[src/design/spq_pkg.sv]
`timescale 1ns / 1ps

package spq_pkg;

	localparam int PRIO_BITS  = 32;
	localparam int DATA_BITS  = 32;
	localparam int COUNT_BITS = 5;

	typedef enum logic {
		CMD_INSERT  = 1'b0,
		CMD_DEQUEUE = 1'b1
	} command_t;

	typedef enum logic [1:0] {
		ST_OK    = 2'd0,
		ST_FULL  = 2'd1,
		ST_EMPTY = 2'd2
	} status_t;

	typedef struct packed {
		logic ins;
		logic deq;
	} cell_ctrl_t;

	typedef struct packed {
		status_t                      status;
		logic [DATA_BITS-1:0]         removed_data;
		logic signed [PRIO_BITS-1:0]  removed_priority;
		logic [DATA_BITS-1:0]         head_data;
		logic signed [PRIO_BITS-1:0]  head_priority;
		logic                         is_empty;
		logic [COUNT_BITS-1:0]        entry_count;
	} result_t;

endpackage

[src/design/spq_cell.sv]
`timescale 1ns / 1ps

module spq_cell import spq_pkg::*; #(
	parameter int PAYLOAD_BITS = 32
) (
	input  logic                          clk,
	input  cell_ctrl_t                    ctrl,
	input  logic                          occupied,
	input  logic signed [PRIO_BITS-1:0]   new_prio,
	input  logic [PAYLOAD_BITS-1:0]       new_data,
	input  logic                          left_lt,
	input  logic signed [PRIO_BITS-1:0]   left_prio,
	input  logic [PAYLOAD_BITS-1:0]       left_data,
	input  logic signed [PRIO_BITS-1:0]   right_prio,
	input  logic [PAYLOAD_BITS-1:0]       right_data,
	output logic                          lt,
	output logic signed [PRIO_BITS-1:0]   prio,
	output logic [PAYLOAD_BITS-1:0]       data,
	output logic signed [PRIO_BITS-1:0]   next_prio,
	output logic [PAYLOAD_BITS-1:0]       next_data
);

	logic signed [PRIO_BITS-1:0] prio_q;
	logic [PAYLOAD_BITS-1:0]     data_q;

	// new entry belongs in front of this slot
	assign lt = !occupied || (prio_q < new_prio);

	always_comb begin
		next_prio = prio_q;
		next_data = data_q;
		if (ctrl.ins && lt) begin
			if (left_lt) begin
				next_prio = left_prio;
				next_data = left_data;
			end else begin
				next_prio = new_prio;
				next_data = new_data;
			end
		end else if (ctrl.deq) begin
			next_prio = right_prio;
			next_data = right_data;
		end
	end

	always_ff @(posedge clk) begin
		prio_q <= next_prio;
		data_q <= next_data;
	end

	assign prio = prio_q;
	assign data = data_q;

endmodule

[src/design/sorted_priority_queue_core.sv]
`timescale 1ns / 1ps

// Max-priority queue of QUEUE_DEPTH entries held as a sorted row of cells, slot 0 holding the
// highest priority. Each beat is an insert (command 0) or a dequeue of the head (command 1);
// every cell compares its own priority with the incoming one in parallel and either keeps its
// entry, takes its neighbour's or takes the new one, so one beat is taken per clock cycle while
// the skid entry is empty, its result registered in the output buffer. Equal priorities leave
// in arrival order. An insert into a full queue is dropped with status 1, a dequeue from an
// empty queue returns status 2. Each result also reports the head, the empty flag and the count
// after the beat. A two-entry output buffer lets input beats keep flowing while one result waits.

module sorted_priority_queue_core import spq_pkg::*; #(
	parameter int QUEUE_DEPTH  = 16,
	parameter int PAYLOAD_BITS = 32
) (
	input  logic                         clk,
	input  logic                         arst_n,
	input  logic                         item_valid,
	output logic                         item_ready,
	input  logic                         command,
	input  logic [DATA_BITS-1:0]         item_data,
	input  logic signed [PRIO_BITS-1:0]  item_priority,
	output logic                         result_valid,
	input  logic                         result_ready,
	output logic [1:0]                   status,
	output logic [DATA_BITS-1:0]         removed_data,
	output logic signed [PRIO_BITS-1:0]  removed_priority,
	output logic [DATA_BITS-1:0]         head_data,
	output logic signed [PRIO_BITS-1:0]  head_priority,
	output logic                         is_empty,
	output logic [COUNT_BITS-1:0]        entry_count
);

	localparam int CW = $clog2(QUEUE_DEPTH + 1);

	logic [CW-1:0] fill_q;
	logic [CW-1:0] fill_d;
	logic          full;
	logic          empty;
	logic          accept;
	cell_ctrl_t    ctrl;

	logic [PAYLOAD_BITS-1:0]      new_data;
	logic                         lt        [QUEUE_DEPTH];
	logic signed [PRIO_BITS-1:0]  prio      [QUEUE_DEPTH];
	logic [PAYLOAD_BITS-1:0]      data      [QUEUE_DEPTH];
	logic signed [PRIO_BITS-1:0]  next_prio [QUEUE_DEPTH];
	logic [PAYLOAD_BITS-1:0]      next_data [QUEUE_DEPTH];

	logic [DATA_BITS-1:0]  head_ext;
	logic [DATA_BITS-1:0]  slot0_ext;
	logic [COUNT_BITS-1:0] count_ext;

	result_t res;
	result_t out_q;
	result_t skid_q;
	logic    out_valid_q;
	logic    skid_valid_q;
	logic    take;

	assign full   = (fill_q == CW'(QUEUE_DEPTH));
	assign empty  = (fill_q == '0);
	assign accept = item_valid && item_ready;

	assign ctrl.ins = accept && (command == CMD_INSERT) && !full;
	assign ctrl.deq = accept && (command == CMD_DEQUEUE) && !empty;

	always_comb begin
		fill_d = fill_q;
		if (ctrl.ins) begin
			fill_d = fill_q + CW'(1);
		end else if (ctrl.deq) begin
			fill_d = fill_q - CW'(1);
		end
	end

	always_ff @(posedge clk or negedge arst_n) begin
		if (!arst_n) begin
			fill_q <= '0;
		end else begin
			fill_q <= fill_d;
		end
	end

	generate
		if (PAYLOAD_BITS > DATA_BITS) begin : g_wide
			assign new_data = {{(PAYLOAD_BITS-DATA_BITS){1'b0}}, item_data};
		end else begin : g_narrow
			assign new_data = item_data[PAYLOAD_BITS-1:0];
		end

		if (PAYLOAD_BITS >= DATA_BITS) begin : g_out_trunc
			assign head_ext  = next_data[0][DATA_BITS-1:0];
			assign slot0_ext = data[0][DATA_BITS-1:0];
		end else begin : g_out_pad
			assign head_ext  = {{(DATA_BITS-PAYLOAD_BITS){1'b0}}, next_data[0]};
			assign slot0_ext = {{(DATA_BITS-PAYLOAD_BITS){1'b0}}, data[0]};
		end

		if (CW >= COUNT_BITS) begin : g_cnt_trunc
			assign count_ext = fill_d[COUNT_BITS-1:0];
		end else begin : g_cnt_pad
			assign count_ext = {{(COUNT_BITS-CW){1'b0}}, fill_d};
		end

		for (genvar i = 0; i < QUEUE_DEPTH; i++) begin : g_cell
			logic                         left_lt;
			logic signed [PRIO_BITS-1:0]  left_prio;
			logic [PAYLOAD_BITS-1:0]      left_data;
			logic signed [PRIO_BITS-1:0]  right_prio;
			logic [PAYLOAD_BITS-1:0]      right_data;

			if (i == 0) begin : g_first
				assign left_lt   = 1'b0;
				assign left_prio = '0;
				assign left_data = '0;
			end else begin : g_mid
				assign left_lt   = lt[i-1];
				assign left_prio = prio[i-1];
				assign left_data = data[i-1];
			end

			if (i == QUEUE_DEPTH - 1) begin : g_last
				assign right_prio = prio[i];
				assign right_data = data[i];
			end else begin : g_inner
				assign right_prio = prio[i+1];
				assign right_data = data[i+1];
			end

			spq_cell #(
				.PAYLOAD_BITS(PAYLOAD_BITS)
			) u_cell (
				.clk        (clk),
				.ctrl       (ctrl),
				.occupied   (fill_q > CW'(i)),
				.new_prio   (item_priority),
				.new_data   (new_data),
				.left_lt    (left_lt),
				.left_prio  (left_prio),
				.left_data  (left_data),
				.right_prio (right_prio),
				.right_data (right_data),
				.lt         (lt[i]),
				.prio       (prio[i]),
				.data       (data[i]),
				.next_prio  (next_prio[i]),
				.next_data  (next_data[i])
			);
		end
	endgenerate

	always_comb begin
		res.status           = ST_OK;
		res.removed_data     = '0;
		res.removed_priority = '0;
		if ((command == CMD_INSERT) && full) begin
			res.status = ST_FULL;
		end else if ((command == CMD_DEQUEUE) && empty) begin
			res.status = ST_EMPTY;
		end
		if (ctrl.deq) begin
			res.removed_data     = slot0_ext;
			res.removed_priority = prio[0];
		end
		res.is_empty      = (fill_d == '0);
		res.head_data     = res.is_empty ? '0 : head_ext;
		res.head_priority = res.is_empty ? '0 : next_prio[0];
		res.entry_count   = count_ext;
	end

	// output register plus skid entry
	assign item_ready = !skid_valid_q;
	assign take       = out_valid_q && result_ready;

	always_ff @(posedge clk or negedge arst_n) begin
		if (!arst_n) begin
			out_valid_q  <= 1'b0;
			skid_valid_q <= 1'b0;
		end else begin
			if (skid_valid_q) begin
				if (take) begin
					out_valid_q  <= 1'b1;
					skid_valid_q <= 1'b0;
				end
			end else if (accept) begin
				if (!out_valid_q || take) begin
					out_valid_q <= 1'b1;
				end else begin
					skid_valid_q <= 1'b1;
				end
			end else if (take) begin
				out_valid_q <= 1'b0;
			end
		end
	end

	always_ff @(posedge clk) begin
		if (skid_valid_q) begin
			if (take) begin
				out_q <= skid_q;
			end
		end else if (accept) begin
			if (!out_valid_q || take) begin
				out_q <= res;
			end else begin
				skid_q <= res;
			end
		end
	end

	assign result_valid     = out_valid_q;
	assign status           = out_q.status;
	assign removed_data     = out_q.removed_data;
	assign removed_priority = out_q.removed_priority;
	assign head_data        = out_q.head_data;
	assign head_priority    = out_q.head_priority;
	assign is_empty         = out_q.is_empty;
	assign entry_count      = out_q.entry_count;

endmodule

[config.mk]
export PLATFORM = sky130hd
export DESIGN_NAME = sorted_priority_queue_core
export DESIGN_NICKNAME = d
export VERILOG_FILES = /design/src/design/spq_pkg.sv /design/src/design/spq_cell.sv /design/src/design/sorted_priority_queue_core.sv
export SDC_FILE = /design/constraint.sdc
export NUM_CORES = 2
export LEC_CHECK = 0
export BUFFER_PORTS_ARGS = -buffer_cell sky130_fd_sc_hd__clkbuf_2
export CAP_MARGIN = 5
export CELL_PAD_IN_SITES_DETAIL_PLACEMENT = 1
export CELL_PAD_IN_SITES_GLOBAL_PLACEMENT = 2
export CORE_MARGIN = 5
export CORE_UTILIZATION = 40
export CTS_CLUSTER_DIAMETER = 100
export DETAILED_ROUTE_END_ITERATION = 12
export GPL_ROUTABILITY_DRIVEN = 0
export PLACE_DENSITY_LB_ADDON = 0.1
export SYNTH_ARGS = -nofsm -noshare
export SYNTH_HDL_FRONTEND = slang
export SYNTH_HIERARCHICAL = 1
export SYNTH_SLANG_ARGS = --single-unit
[constraint.sdc]
create_clock -name clk -period 8 [get_ports clk]
set_input_delay 0.4 -clock clk [delete_from_list [all_inputs] [get_ports clk]]
set_output_delay 0.4 -clock clk [all_outputs]
set_load 0.01 [all_outputs]
* Word-level counts from Yosys, hierarchy flattened *
Cells that the tools add are included.

word-level totals
  register bits after elaboration = 1,303
  input bits = 69
  output and inout port bits = 138
  word-level logic and storage cells = 282

cells by class
  equal/unequal tests = 3
  muxes and demuxes = 110
  reduce and logical (&&, ||, !) cells = 83
  add/sub/neg operators = 2
  $lt $le $gt $ge = 32
  bitwise operators = 3

operators by type and width
  kind                   number
  $mux W32               92
  $mux W136              4
  $lt A32 B32 Y1         16
  $mux W64               1
  $gt A5 B4 Y1 const B   8
  $reduce_bool A2 Y1     17
  $logic_and A1 B1 Y1    24
  $gt A5 B3 Y1 const B   4
  $logic_not A1 Y1       20
  $logic_or A1 B1 Y1     17
  $gt A5 B1 Y1 const B   2
  $gt A5 B2 Y1 const B   2
  $logic_not A5 Y1       2
  $mux W5                2
  $mux W1                9
  $reduce_and A3 Y1      3
  $add A5 B1 Y5 const B  1
  $eq A5 B5 Y1 const B   1
  $sub A5 B1 Y5 const B  1
  $mux W2                2
  $ne A3 B1 Y1 const B   1
  $not A1 Y1             3
  $ne A2 B1 Y1 const B   1

* Longest topological paths before layout *
  depth after elaboration = 11
  gate-level depth with buffers = 13
  gate-level depth less buffers = 11

* Modules after synthesis *
Netlist, hierarchy kept.

modules (own cells, without submodules)
  module                            sequential area each (µm²)  cells an instance  instances  area an instance (µm²)
  spq_cell at g_cell[0].u_cell ...  1,281.2                     395                10         4,340.4
  spq_cell at g_cell[4].u_cell ...  1,281.2                     394                6          4,224.1
  sorted_priority_queue_core        8,343.0                     767                1          12,211.7

* Worst setup path after synthesis *
Ideal clock, no wire load.

  path type = reg-to-reg
  from = register skid_valid_q
  to = register out_q, in the netlist entry_count[0], enable pin
  library setup time = 0.677 ns
  cell stages (with the launch flop) = 6
  required time = 7.323 ns
  period minus slack after synthesis = 8.469 ns
  path slack = -0.469 ns
  arrival = 7.793 ns
  path buffers = 3
  cell sequence = dfrtp_1 -> buf_6 -> clkbuf_1 -> buf_1 -> a21oi_1 -> a21oi_1

between the ends
  word-level cells in the longest chain between the ends = 4
  elaborated cells on any way between the ends = 6
  those cells by class = 1 x eq/ne; 5 x reduce/logical

ends and longest elaborated chain
  element                        line                               RTL
  start, declared                sorted_priority_queue_core.sv:58   logic skid_valid_q;
  start signal, assigned         sorted_priority_queue_core.sv:179  skid_valid_q <= 1'b0;
  start signal, assigned         sorted_priority_queue_core.sv:184  skid_valid_q <= 1'b0;
  start signal, assigned         sorted_priority_queue_core.sv:190  skid_valid_q <= 1'b1;
  $logic_not A1 Y1               sorted_priority_queue_core.sv:173  assign item_ready = !skid_valid_q;
  $logic_and A1 B1 Y1            sorted_priority_queue_core.sv:63   assign accept = item_valid && item_ready;
  $reduce_bool A2 Y1 (no line)   -
  $reduce_and A3 Y1 (no line) *  -
  end signal, assigned           sorted_priority_queue_core.sv:201  out_q <= skid_q;
  end signal, assigned           sorted_priority_queue_core.sv:205  out_q <= res;
  end, declared                  sorted_priority_queue_core.sv:55   result_t out_q;

Every way passes the cells marked *; elsewhere a longest branch is shown, timed or not.
A chain may end at the register's enable or synchronous reset.

==> results.toml <==
[detailed_routing]
vias_per_cell = 5.19
antenna_left = 0
finalWirelength_mm = 212
drt_iter0_drc = 2278
drt-pass1-iter-count = 5
drc_errors = 0
routedWlPerCell_um = 21.1
vias = 52100

[timing]
maxSlewHeadroom_pct = 21.5
final.setup.tns_ns = 0
rsz0062_at_grt = "false"
final_hold_viol_count = 0
worst_slew_pin_slew_ns = 1.17
fin_crit_ns = 4.53
report.final.slew_viol_count = 0
timing.fmax_mhz = 221
finalCritPeriodShare_pct = 56.7
setup_viol_count_final = 0
fin_worst_skew_ns = 0.0280

[placement]
dp_hpwl_mm = 155
portBuffers = 206

[global_routing]
grt-ovfl-total = 0
antenna_found_initial = 1
track_usage_pct = 19.6
grt_pass1_wl_mm = 336
grt_pass1_vias = 54900
grt_max_degree = 138

[setup_path]
critPathKind = "input port to flop"
ff2ff_path_depth = 10
ff2ff_setup_slack_ns = 3.49
worst_setup_path_end_kind = "flop"
reg2reg_to = "head_data[9]"
critPathArrivalTime_ns = 5.18
startpoint = "item_priority[2]"
cp_slowest_cell = "buf_4"
r2r-start = "fill_q[1]"
startpoint_type = "input port"
slowest_delay_ns = 0.77
crit_end = "g_cell[8].u_cell/data[30]"
cp_cell_sequence = "dlygate4sd3_1, clkbuf_2, buf_4, inv_1, ha_1, a211o_1, a31oi_1, nor3_1, o311a_1, o21ai_2, a21oi_1, a31oi_4, buf_4, mux2i_1, mux2i_1"
path_max_fanout = 48
required_ns = 8.65

[floorplan]
dieArea_um2 = 211000
num_rows = 165
coreArea_um2 = 202000
die_h_um = 460
start_util_pct = 40.1
die_w_um = 460
io_pins = 207

[power]
vdd_drop_max_v = 0.000339
switching_power_mw = 15.5
intPower_mw = 22.6
switching_share_pct = 40.6
p_clk_share_pct = 19.5
comb_power_share_pct = 46.5
p_leak_nw = 45.2
power_density_nw_per_um2 = 431
seqPwrFrac_pct = 34.1
fin_total_pwr_mw = 38.0

[outcome]
outcome = "finished clean"

[cells_and_area]
area_delta_synth_final_pct = 9.02
fin_util_pct = 43.8
nets = 7806
multi_input_area_um2 = 46700
regArea_um2 = 28800
fillers = 21500
drive_above_1_share_pct = 11.3

[clock_tree]
h-tree-depth = 4
cts_tree = "yes"
clk_path_buf_depth = 3
cts_made_buffers = 160
root_buffer = "clkbuf_16"
post_cts_buffers = 0
clkSinkCount = 1303
clkLatencyLatePin_ns = 0.82
ctsResizeCount = 0
clk_pin_slew_worst_paths_ns = 0.06

[yosys]
synthCells = 7078
avgSynthCellArea_um2 = 11.4
synth_area_um2 = 80900
yosysWarnings = 6

[worst_hold_path]
min_path_type = "input port to flop"

[run]
max_cap_viol_count = 0
sequential cells by signal, summed over array words and instances (netlist names):
name	count
entry_count	5
fill_q	5
result_valid	1
removed_data	32
skid_q	136
status	2
removed_priority	32
head_data	32
g_cell.u_cell/prio	512
skid_valid_q	1
head_priority	32
g_cell.u_cell/data	512
is_empty	1
cell usage in the layout, fill, tap and decap left out, drive strengths merged, types with 18 or more instances in the layout:
master and instances:
conb 65, a21o 90, nand3 34, o21a 19, inv 534, dfxtp 1024
clkinv 30, buf 112, clkbuf 443, nor2 55, a211oi 23, nand4 80
a21boi 64, nand2 162, nor3 32, ha 502, nand2b 18, mux2i 3136
and2 71, o21ai 101, nor4 18, edfxtp 272, a21oi 253
cell type report:
type	count	area share, %
Clock buffer	237	5.28
Sequential cell	1303	32.7
Multi-Input combinational cell	4917	52.9
Antenna cell	1	0.00284
Timing Repair Buffer	326	2.35
Clock inverter	50	0.777
Inverter	527	2.24
Tap cell	2672	3.79
power by group through the flow:
stage                     combinational (mW)  clock, mW  sequential [mW]
after floorplan                         14.7          0             12.0
after global placement                  17.3          0             13.0
after detailed placement                17.8          0             13.1
after CTS                               17.9       7.68             13.0
after global routing                    19.5       7.94             13.4
final                                   17.7       7.40             13.0
how the worst min path moves through the flow:
stage | startpoint | endpoint | slack (ns) | depth (start not counted)
global route | item_priority[31] | g_cell[15].u_cell/prio[31] | 0.07 | 3
global placement | arst_n | skid_valid_q | 0.25 | 1
floorplan | arst_n | fill_q[0] | 0.10 | 0
finish | item_priority[31] | g_cell[15].u_cell/prio[31] | 0.07 | 3
detailed placement | arst_n | skid_valid_q | 0.25 | 1
CTS | item_priority[31] | g_cell[15].u_cell/prio[31] | 0.002 | 3
routing by layer:
layer  global-route usage (%)  share of wire, %
met1                     31.5                57
met4                     4.41               1.9
met5                        0                 0
met3                     2.57               2.6
met2                     27.3                39
critical path, delay by kind of cell:
family                     cells  cell delay (ns)
AOI/OAI and AO/OA              6             1.97
and+or+nand+nor                1             0.09
adders and majority gates      1             0.32
buffers and inverters          5             1.88
muxes                          2             0.38
per-stage QoR:
step / hold WS (ns) / setup slack, ns / instance area (µm²) / cells
final: 0.0750 / 3.47 / 88200 / 10000
after global routing: 0.0654 / 3.21 / 88200 / 10000
after CTS: 0.00169 / 3.51 / 88200 / 10000
after detailed placement: 0.254 / 2.91 / 82800 / 9737
after global placement: 0.252 / 2.89 / 82800 / 9737
after floorplan: 0.104 / 2.59 / 81200 / 7142
what timing repair did:
item	in CTS	in global routing
hold buffers	8	0
endpoints found under the setup margin	0	0
endpoints found under the hold margin	17	0
No activity file was read; power rests on OpenSTA's default activity.
